`src/assert_macros.svh`:
```
// Assertion helpers, compiled out for synthesis.
`ifndef ASSERT_MACROS_SVH
`define ASSERT_MACROS_SVH

`ifndef SYNTHESIS

`define ASSERT_ALWAYS(lbl, clk, rstn, prop, msg) \
  lbl: assert property (@(posedge clk) disable iff (!(rstn)) (prop)) else $error(msg);

`define ASSERT_NEXT(lbl, clk, rstn, pre, post, msg) \
  lbl: assert property (@(posedge clk) disable iff (!(rstn)) (pre) |=> (post)) else $error(msg);

`else

`define ASSERT_ALWAYS(lbl, clk, rstn, prop, msg)

`define ASSERT_NEXT(lbl, clk, rstn, pre, post, msg)

`endif

`endif

```
`src/ile_pkg.sv`:
```
package ile_pkg;

  localparam int unsigned IDX_W   = 7;
  localparam int unsigned VAL_W   = 32;
  localparam int unsigned KIND_W  = 2;
  localparam int unsigned STAT_W  = 2;
  localparam int unsigned IN_TDATA_W  = 40;
  localparam int unsigned OUT_TDATA_W = 40;

  typedef enum logic [KIND_W-1:0] {
    KIND_INSERT = 2'd0,
    KIND_DELETE = 2'd1,
    KIND_READ   = 2'd2
  } kind_t;

  typedef enum logic [STAT_W-1:0] {
    STAT_OK     = 2'd0,
    STAT_BADIDX = 2'd1,
    STAT_EMPTY  = 2'd2,
    STAT_FULL   = 2'd3
  } status_t;

  typedef enum logic [1:0] {
    S_IDLE   = 2'd0,
    S_SHIFT  = 2'd1,
    S_RDWAIT = 2'd2,
    S_EMIT   = 2'd3
  } state_t;

endpackage

```
`src/ile_ram.sv`:
```
module ile_ram #(
  parameter int unsigned WIDTH = 32,
  parameter int unsigned DEPTH = 64
) (
  input  logic                     clk,
  input  logic                     we,
  input  logic [$clog2(DEPTH)-1:0] waddr,
  input  logic [WIDTH-1:0]         wdata,
  input  logic                     re,
  input  logic [$clog2(DEPTH)-1:0] raddr,
  output logic [WIDTH-1:0]         rdata
);

  logic [WIDTH-1:0] mem [DEPTH];
  logic [WIDTH-1:0] rdata_r;

  always_ff @(posedge clk) begin
    if (we) begin
      mem[waddr] <= wdata;
    end
    if (re) begin
      rdata_r <= mem[raddr];
    end
  end

  assign rdata = rdata_r;

endmodule

```
`src/indexed_list_engine.sv`:
```
// Channel | Dir | tdata (low bit up)                  | tuser
// in_     | in  | index[6:0], value[38:7], pad [39]   | kind[1:0]
// out_    | out | read_value[31:0], count[38:32], pad | status[1:0]
//
// Entries sit in one single-port-write RAM; insert and delete move one entry
// per cycle through it (read, then write one slot over).
// Insert shifts entries from the tail down to index, then writes the value at
// index; delete shifts the entries above index down. A read waits in S_RDWAIT;
// rejected operations go straight to S_EMIT. A new transfer is taken only in idle.
// rst_n (sync) clears the count and control; RAM contents are not cleared.
// A result held by out_tready low stalls the engine only at its final step.
`include "assert_macros.svh"

module indexed_list_engine #(
  parameter int unsigned CAPACITY = 64
) (
  input  logic                                 clk,
  input  logic                                 rst_n,
  input  logic                                 in_tvalid,
  output logic                                 in_tready,
  input  logic [ile_pkg::IN_TDATA_W-1:0]       in_tdata,   // index, value
  input  logic [ile_pkg::KIND_W-1:0]           in_tuser,   // kind
  output logic                                 out_tvalid,
  input  logic                                 out_tready,
  output logic [ile_pkg::OUT_TDATA_W-1:0]      out_tdata,  // read_value, count
  output logic [ile_pkg::STAT_W-1:0]           out_tuser   // status
);

  import ile_pkg::*;

  localparam int unsigned CW = $clog2(CAPACITY + 1);
  localparam int unsigned AW = $clog2(CAPACITY);
  localparam int unsigned XW = (CW > IDX_W) ? CW : IDX_W;

  state_t state_r, state_nxt;
  logic [CW-1:0]    count_r, count_nxt;
  logic [CW-1:0]    left_r, left_nxt;
  logic [AW-1:0]    src_r, src_nxt;
  logic [AW-1:0]    last_r, last_nxt;
  logic             pend_r, pend_nxt;
  logic             ins_r, ins_nxt;
  logic [AW-1:0]    pos_r, pos_nxt;
  logic [VAL_W-1:0] val_r, val_nxt;
  logic [VAL_W-1:0] res_value_r, res_value_nxt;
  status_t          res_status_r, res_status_nxt;
  logic [CW-1:0]    res_count_r, res_count_nxt;
  logic                   out_valid_r, out_valid_nxt;
  logic [OUT_TDATA_W-1:0] out_tdata_r, out_tdata_nxt;
  logic [STAT_W-1:0]      out_tuser_r, out_tuser_nxt;

  logic             ram_we, ram_re;
  logic [AW-1:0]    ram_waddr, ram_raddr;
  logic [VAL_W-1:0] ram_wdata, ram_rdata;

  logic             in_xfer;
  kind_t            in_kind;
  logic [XW-1:0]    idx_x, cnt_x;
  logic [VAL_W-1:0] in_value;
  logic             full, out_free;

  assign in_tready = (state_r == S_IDLE);
  assign in_xfer   = in_tvalid && in_tready;
  assign in_kind   = kind_t'(in_tuser);
  assign idx_x     = XW'(in_tdata[IDX_W-1:0]);
  assign cnt_x     = XW'(count_r);
  assign in_value  = in_tdata[IDX_W +: VAL_W];
  assign full      = (count_r == CW'(CAPACITY));
  assign out_free  = !out_valid_r || out_tready;

  ile_ram #(.WIDTH(VAL_W), .DEPTH(CAPACITY)) u_ram (
    .clk   (clk),
    .we    (ram_we),
    .waddr (ram_waddr),
    .wdata (ram_wdata),
    .re    (ram_re),
    .raddr (ram_raddr),
    .rdata (ram_rdata)
  );

  always_ff @(posedge clk) begin
    if (!rst_n) begin
      state_r     <= S_IDLE;
      count_r     <= '0;
      left_r      <= '0;
      pend_r      <= 1'b0;
      out_valid_r <= 1'b0;
    end else begin
      state_r     <= state_nxt;
      count_r     <= count_nxt;
      left_r      <= left_nxt;
      pend_r      <= pend_nxt;
      out_valid_r <= out_valid_nxt;
    end
  end

  always_ff @(posedge clk) begin
    src_r        <= src_nxt;
    last_r       <= last_nxt;
    ins_r        <= ins_nxt;
    pos_r        <= pos_nxt;
    val_r        <= val_nxt;
    res_value_r  <= res_value_nxt;
    res_status_r <= res_status_nxt;
    res_count_r  <= res_count_nxt;
    out_tdata_r  <= out_tdata_nxt;
    out_tuser_r  <= out_tuser_nxt;
  end

  always_comb begin
    state_nxt      = state_r;
    count_nxt      = count_r;
    left_nxt       = left_r;
    src_nxt        = src_r;
    last_nxt       = last_r;
    pend_nxt       = 1'b0;
    ins_nxt        = ins_r;
    pos_nxt        = pos_r;
    val_nxt        = val_r;
    res_value_nxt  = res_value_r;
    res_status_nxt = res_status_r;
    res_count_nxt  = res_count_r;
    out_valid_nxt  = out_valid_r && !out_tready;
    out_tdata_nxt  = out_tdata_r;
    out_tuser_nxt  = out_tuser_r;
    ram_we         = 1'b0;
    ram_waddr      = pos_r;
    ram_wdata      = val_r;
    ram_re         = 1'b0;
    ram_raddr      = src_r;

    case (state_r)
      S_IDLE: begin
        if (in_xfer) begin
          pos_nxt        = idx_x[AW-1:0];
          val_nxt        = in_value;
          res_value_nxt  = '0;
          res_status_nxt = STAT_OK;
          res_count_nxt  = count_r;
          state_nxt      = S_EMIT;
          case (in_kind)
            KIND_INSERT: begin
              if (full) begin
                res_status_nxt = STAT_FULL;
              end else if (idx_x > cnt_x) begin
                res_status_nxt = STAT_BADIDX;
              end else begin
                ins_nxt       = 1'b1;
                count_nxt     = count_r + 1'b1;
                res_count_nxt = count_r + 1'b1;
                left_nxt      = CW'(cnt_x - idx_x);
                src_nxt       = AW'(count_r - 1'b1);
                state_nxt     = S_SHIFT;
              end
            end
            KIND_DELETE: begin
              if (count_r == '0) begin
                res_status_nxt = STAT_EMPTY;
              end else if (idx_x >= cnt_x) begin
                res_status_nxt = STAT_BADIDX;
              end else begin
                ins_nxt       = 1'b0;
                count_nxt     = count_r - 1'b1;
                res_count_nxt = count_r - 1'b1;
                left_nxt      = CW'(cnt_x - idx_x - 1'b1);
                src_nxt       = AW'(idx_x + 1'b1);
                state_nxt     = S_SHIFT;
              end
            end
            KIND_READ: begin
              if (idx_x >= cnt_x) begin
                res_status_nxt = STAT_BADIDX;
                res_value_nxt  = '1;
              end else begin
                ram_re    = 1'b1;
                ram_raddr = idx_x[AW-1:0];
                state_nxt = S_RDWAIT;
              end
            end
            default: begin
              res_status_nxt = STAT_BADIDX;
            end
          endcase
        end
      end
      S_SHIFT: begin
        if (left_r != '0) begin
          ram_re    = 1'b1;
          ram_raddr = src_r;
          pend_nxt  = 1'b1;
          last_nxt  = src_r;
          left_nxt  = left_r - 1'b1;
          src_nxt   = ins_r ? src_r - 1'b1 : src_r + 1'b1;
        end
        if (pend_r) begin
          ram_we    = 1'b1;
          ram_waddr = ins_r ? last_r + 1'b1 : last_r - 1'b1;
          ram_wdata = ram_rdata;
        end else if (left_r == '0) begin
          ram_we    = ins_r;
          ram_waddr = pos_r;
          ram_wdata = val_r;
          state_nxt = S_EMIT;
        end
      end
      S_RDWAIT: begin
        res_value_nxt = ram_rdata;
        state_nxt     = S_EMIT;
      end
      S_EMIT: begin
        if (out_free) begin
          out_valid_nxt = 1'b1;
          out_tdata_nxt = {1'b0, IDX_W'(res_count_r), res_value_r};
          out_tuser_nxt = res_status_r;
          state_nxt     = S_IDLE;
        end
      end
      default: begin
        state_nxt = S_IDLE;
      end
    endcase
  end

  assign out_tvalid = out_valid_r;
  assign out_tdata  = out_tdata_r;
  assign out_tuser  = out_tuser_r;

  `ASSERT_ALWAYS(a_count_cap, clk, rst_n, count_r <= CW'(CAPACITY), "count above capacity")
  `ASSERT_ALWAYS(a_no_rw_clash, clk, rst_n, !(ram_we && ram_re && (ram_waddr == ram_raddr)), "shift read and write hit one entry")
  `ASSERT_NEXT(a_read_keeps_count, clk, rst_n, in_xfer && (in_tuser == KIND_READ), count_r == $past(count_r), "read changed count")
  `ASSERT_ALWAYS(a_write_in_shift, clk, rst_n, !ram_we || (state_r == S_SHIFT), "RAM write outside shift")

endmodule
```
`config.mk`:
```
export PLATFORM = sky130hd
export DESIGN_NAME = indexed_list_engine
export DESIGN_NICKNAME = d
export VERILOG_FILES = /design/src/ile_pkg.sv /design/src/ile_ram.sv /design/src/indexed_list_engine.sv
export VERILOG_INCLUDE_DIRS = /design/src /design/src/src
export SDC_FILE = /design/constraint.sdc
export NUM_CORES = 2
export LEC_CHECK = 0
export ABC_AREA = 1
export BUFFER_PORTS_ARGS = -buffer_cell sky130_fd_sc_hd__buf_2
export CAP_MARGIN = 25
export CORE_MARGIN = 1
export CORE_UTILIZATION = 31
export CTS_BUF_LIST = sky130_fd_sc_hd__clkbuf_4
export CTS_CLUSTER_DIAMETER = 50
export DETAILED_ROUTE_END_ITERATION = 6
export PLACE_DENSITY = 0.44
export RECOVER_POWER = 100
export SLEW_MARGIN = 20
export SYNTH_ARGS = -nofsm -noshare
export SYNTH_HDL_FRONTEND = slang
export SYNTH_HIERARCHICAL = 1
export SYNTH_SLANG_ARGS = --single-unit
export TNS_END_PERCENT = 1
```
`constraint.sdc`:
```
create_clock -name clk -period 5.2 [get_ports clk]
set_input_delay 1.56 -clock clk [delete_from_list [all_inputs] [get_ports clk]]
set_output_delay 1.56 -clock clk [all_outputs]
set_load 0.02 [all_outputs]
```
# Word-level counts from Yosys, hierarchy flattened
# Memory sizes are Yosys's and may differ from the RTL's. A register that Yosys moved wholly into a read port is not among the register bits.
# Index checks and enable logic that the tools add are counted.
dict set report totals {
  regBits 151
  inputBits 46
  ramBits 2048
  n_memories 1
  out_inout_bits 44
  wordCells 137
}
# name words word_bits rd rd_ports_with_merged_regs write_ports line
set mem_list {}
lappend mem_list {u_ram.mem 64 32 1 1 1 ile_ram.sv:14} ;# logic [WIDTH-1:0] mem [DEPTH];
dict set report op_classes {
  order_cmp 2
  eq_ne 20
  add_sub_neg 10
  muxes 68
  n_reduce_logical 21
}
# op n
set op_table {}
lappend op_table {{32-bit two-way mux} 5}
lappend op_table {{6-bit two-way mux} 14}
lappend op_table {{7-bit two-way mux} 10}
lappend op_table {{32-bit one-hot mux with 2 select lines} 1}
lappend op_table {{7-bit one-hot mux with 2 select lines} 3}
lappend op_table {{6-bit one-hot mux with 2 select lines} 2}
lappend op_table {{7-bit by 1-bit subtractor with 7-bit output (second input constant)} 3}
lappend op_table {{2-bit two-way mux} 10}
lappend op_table {{6-bit by 1-bit adder with 6-bit output (second input constant)} 3}
lappend op_table {{1-bit two-way mux} 18}
lappend op_table {{2-bit != test (second input constant)} 8}
lappend op_table {{7-bit zero test} 2}
lappend op_table {{3-bit != test (second input constant)} 4}
lappend op_table {{2-bit one-hot mux with 3 select lines} 2}
lappend op_table {{6-bit by 1-bit subtractor with 6-bit output (second input constant)} 2}
lappend op_table {{2-bit AND reduction} 5}
lappend op_table {{2-bit one-hot mux with 4 select lines} 1}
lappend op_table {{8-bit AND reduction} 1}
lappend op_table {{7-bit by 1-bit adder with 7-bit output (second input constant)} 1}
lappend op_table {{7-bit equality test (second input constant)} 1}
lappend op_table {{7-bit greater-or-equal comparator} 1}
lappend op_table {{7-bit > comparator} 1}
lappend op_table {{7-bit AND reduction} 1}
lappend op_table {{7-bit nonzero test} 1}
lappend op_table {{other kinds (12)} 21}

# Longest topological paths before layout
dict set report logic_depth {
  depth_word 7
  ltp_mapped 26
  depth_no_buf 20
}

# By module
# Netlist, hierarchy kept.
# mod cells_per_inst instances seq_area_each_um2 area_per_inst_um2
set modules_own_cells {}
lappend modules_own_cells {ile_ram 6785 1 62459.9 83106.0}
lappend modules_own_cells {indexed_list_engine 758 1 4354.2 7499.7}

# Worst setup path before layout
# Ideal clock, no wire load.
dict set report synth_timing {
  path_kind {input -> register}
  startpoint {input in_tdata[2] in the netlist's numbering}
  endpoint {register u_ram.rdata_r[0], in the netlist u_ram/rdata[0], read port of u_ram.mem (enable)}
  path_stages 10
  setup_time_ps 466
  path_buffers 2
  required_time_ps 4734
  arrival_ps 4890
  slack_ps -155
  cell_sequence {inv_1 -> ha_1 -> buf_6 -> nand3_1 -> nand2_2 -> nand2_2 -> nand2_2 -> buf_6 -> nand3_4 -> o21ai_0}
}
dict set report synth_via {
  elab_chain_cells 5
  elab_cells_between_ends 9
  cone_classes {order compare: 1; mux: 8}
}
# element line
set synth_rtl {}
lappend synth_rtl {{from (decl)} indexed_list_engine.sv:21} ;# input logic [ile_pkg::IN_TDATA_W-1:0] in_tdata,
lappend synth_rtl {{7-bit greater-or-equal comparator} indexed_list_engine.sv:170} ;# if (idx_x >= cnt_x) begin
lappend synth_rtl {{1-bit two-way mux} indexed_list_engine.sv:170}
lappend synth_rtl {{1-bit two-way mux} indexed_list_engine.sv:140} ;# case (in_kind)
lappend synth_rtl {{1-bit two-way mux} indexed_list_engine.sv:133} ;# if (in_xfer) begin
lappend synth_rtl {{1-bit one-hot mux with 2 select lines} indexed_list_engine.sv:131} ;# case (state_r)
lappend synth_rtl {{via ram_re} indexed_list_engine.sv:51} ;# logic ram_we, ram_re;
lappend synth_rtl {{to (decl)} ile_ram.sv:15} ;# logic [WIDTH-1:0] rdata_r;
# The timed path passes the listed nets, and every way through them passes these cells.
# A chain may end at the register's enable or synchronous reset.

# Worst setup path in the final report
dict set report layout_timing {
  startpoint {register state_r[1]}
  endpoint {memory u_ram.mem[58][19], data pin}
}
dict set report layout_via {
  elab_chain_cells 2
}
# element line
set layout_rtl {}
lappend layout_rtl {{from (decl)} indexed_list_engine.sv:35} ;# state_t state_r, state_nxt;
lappend layout_rtl {{from (signal assigned)} indexed_list_engine.sv:88} ;# state_r <= state_nxt;
lappend layout_rtl {{2-bit by 1-bit equality test with 1-bit output} indexed_list_engine.sv:131}
lappend layout_rtl {{32-bit two-way mux} indexed_list_engine.sv:131}
lappend layout_rtl {{via ram_wdata[19]} indexed_list_engine.sv:53} ;# logic [VAL_W-1:0] ram_wdata, ram_rdata;
lappend layout_rtl {{to (decl)} ile_ram.sv:14}
# The timed path passes the listed nets, and every way through them passes these cells.

==> reports/results.ini <==
[global_route]
use_met1_pct=27.7
gr-usage-all-layers_pct=19.7
grt_pass1_wl_mm=423
antenna_found_initial=12
top_usage_layer=met2
overflow=0
grt.met2_usage_pct=31.2
grt_pass1_vias=59900
use_met3_pct=3.23
grt_max_degree=80

[clock_tree]
cts_tree=yes
cts_root_buffer=clkbuf_4
clock_latency_ns=1.36
cts_max_level=6
cts_buffers=602
holdBufCountCts=0
cts_setup_buffers=0
clockBufferDepth=4
cts_resized=0
clkSinkCount=2231
clkTransAtPathRegs_ns=0.06

[timing]
hold_viol_final=0
grt_setup_unrepaired=no
whs_ns=0.416
fin_setup_tns_ns=0
report.final.slew_viol_count=933
fin_ws_ns=0.497
tightestPinTransition_ns=2.74
skew_ns=0.124
relSlewSlack_pct=-84.8
finalSetupViolations=0
fin_crit_sh_pct=90.4
fin_crit_ns=4.70
fmax_mhz=213

[worst_setup_path]
required_ns=6.15
path_buf_inv=4
critPathKind=reg2reg
path_delay_family=compound AO/OA/AOI/OAI gates
cp_max_fo=65
slowest_stage=o21ai_1
cpPeakStageDelay_ns=1.78
critPathLaunchType=flip-flop
critPathCaptureType=flip-flop
crit_arrival_ns=5.65
cp_cell_sequence=inv_1, ha_1, clkbuf_1, nand2_4, buf_12, o21ai_1, clkbuf_2
r2r_cells=7
critical_path_cell_count=7

[synth]
yosys-top-cells-count=nand2_1, edfxtp_1, nand3_1
ys_seq_elements=2231
synthFlopType=edfxtp_1
synth_area_um2=90600
ys_types=46
synth_warnings=6
async_reset_ff_share_pct=0
yosysMostFrequentCell=nand2_1
syn_inst=7543
synth_top_area_share_pct=73.3
synth-edff-count=2213
ys_seq_area_share_pct=73.7
synth_area_leader_cell=edfxtp_1
postSynthAreaPerCell_um2=12.0
ys_top_cells_by_area=edfxtp_1, nand3_1, nand2_1, buf_2, inv_1
syn-num-nets=7616

[power]
leakage_nw=38.9
ir_worst_vdd_uv=239
power.density_nw_per_um2=567

[placed_design]
gp_congestion=0.820
dpl.cell_count=11600
dp_hpwl_mm=171
place_ws_ns=-0.189
port-buffer-count=87

[floorplan]
start_util_pct=31.2
die_height_um=543
die_x_um=543
io_pins=90
core_um2=291000
rows=198
die-area_um2=294000

[status]
failed_checks=antenna violations, max-capacitance violations, max-slew violations
status=complete, but fails checks

[drt]
ant_nets=1
routed_wl_mm=295
post_drt_wl_per_cell_um=23.4
first_pass_iters=5
vias_per_cell=4.92
initialDrtViolationCount=5018
remaining_drc_errors=0
dr_total_vias=62200

[cells_and_area]
fillers=28800
syn_to_final_growth_pct=18.3
drive_gt1_share_pct=18.0
stdcell_count=12600
final_nets=8386

[worst_hold_path]
hold_path_depth=0
min_path_type=reg2reg

[run]
cap_violations=27

per-stage QoR:
step           utilization [%]  power [mW]  area [um^2]
2_1_floorplan                -        34.1        90600
3_3_place_gp              34.5        45.7       100000
3_5_place_dp              34.5        45.9       100000
4_1_cts                   37.1        61.5       108000
5_1_grt                   36.8        64.0       107000
6_report                  36.8        60.8       107000
flip-flops by register name, indices dropped and copies added, names as in the netlist, 2 cells and up:
signal	flops
u_ram/mem	2048
u_ram/rdata	32
state_r	2
out_tuser	2
pos_r	6
res_count_r	7
src_r	6
res_value_r	32
out_tdata	39
cnt_x	7
val_r	32
left_r	7
last_r	6
res_status_r	2
cells in the final DEF, fill, tap and decap left out, drive strengths merged, types with 3 or more instances in the layout:
cell type,instances
nand2,2434
edfxtp,2213
nand3,1952
clkbuf,1032
buf,491
inv,141
clkinv,104
nor2,100
o21ai,97
a21oi,31
ha,24
diode,18
dfxtp,18
nor3,16
nand4,15
xor2,11
clkinvlp,10
bufinv,9
o211ai,6
xnor2,6
o21a,4
fa,3
worst reg2reg max path: stages, from the launching register on:
cell and delay [ns]:
dfxtp_1 0.33, inv_1 0.10, ha_1 0.15, clkbuf_1 0.51, nand2_4 0.22, buf_12 0.27
o21ai_1 1.84, clkbuf_2 0.91
worst paths after layout:
| check | startpoint | end | slack, ns |
|---|---|---|---|
| min | res_value_r[28] | out_tdata[28] | 0.42 |
| max | state_r[1] | u_ram/mem[58][19] | 0.50 |
| min reg2reg | res_value_r[28] | out_tdata[28] | 0.42 |
| max reg2reg | state_r[1] | u_ram/mem[58][19] | 0.50 |
power by group:
part	switching, mW	total, mW	internal, mW
clock	7.31	15.5	8.17
combinational	16.2	23.5	7.23
sequential	0.214	21.8	21.6
routing by layer:
metal  vias up  share of wire [%]
met5         -             0.0098
met4         4                2.4
li1      28700                  -
met3       427                6.0
met2      2000                 46
met1     31000                 46
area by class of cell:
class                           count  area, um^2  area share [%]
Tap cell                         3900        4880            4.55
Timing Repair Buffer              640        6050            5.64
Antenna cell                       18        45.0          0.0420
Sequential cell                  2231       66800            62.4
Inverter                          129         522           0.487
Multi-Input combinational cell   4709       21400            20.0
Clock buffer                      883        6630            6.19
Clock inverter                    135         810           0.756
kinds of logic after synthesis:
| logic type | share of synthesized area [%] |
|---|---|
| simple gates | 21.6 |
| buf+inv | 3.20 |
| other cells | 0.00414 |
| flops | 73.7 |
| fa+ha+maj | 0.398 |
| compound gates | 0.864 |
| xor+xnor | 0.164 |
| mux | 0.0221 |
No activity file was read; power rests on OpenSTA's default activity.
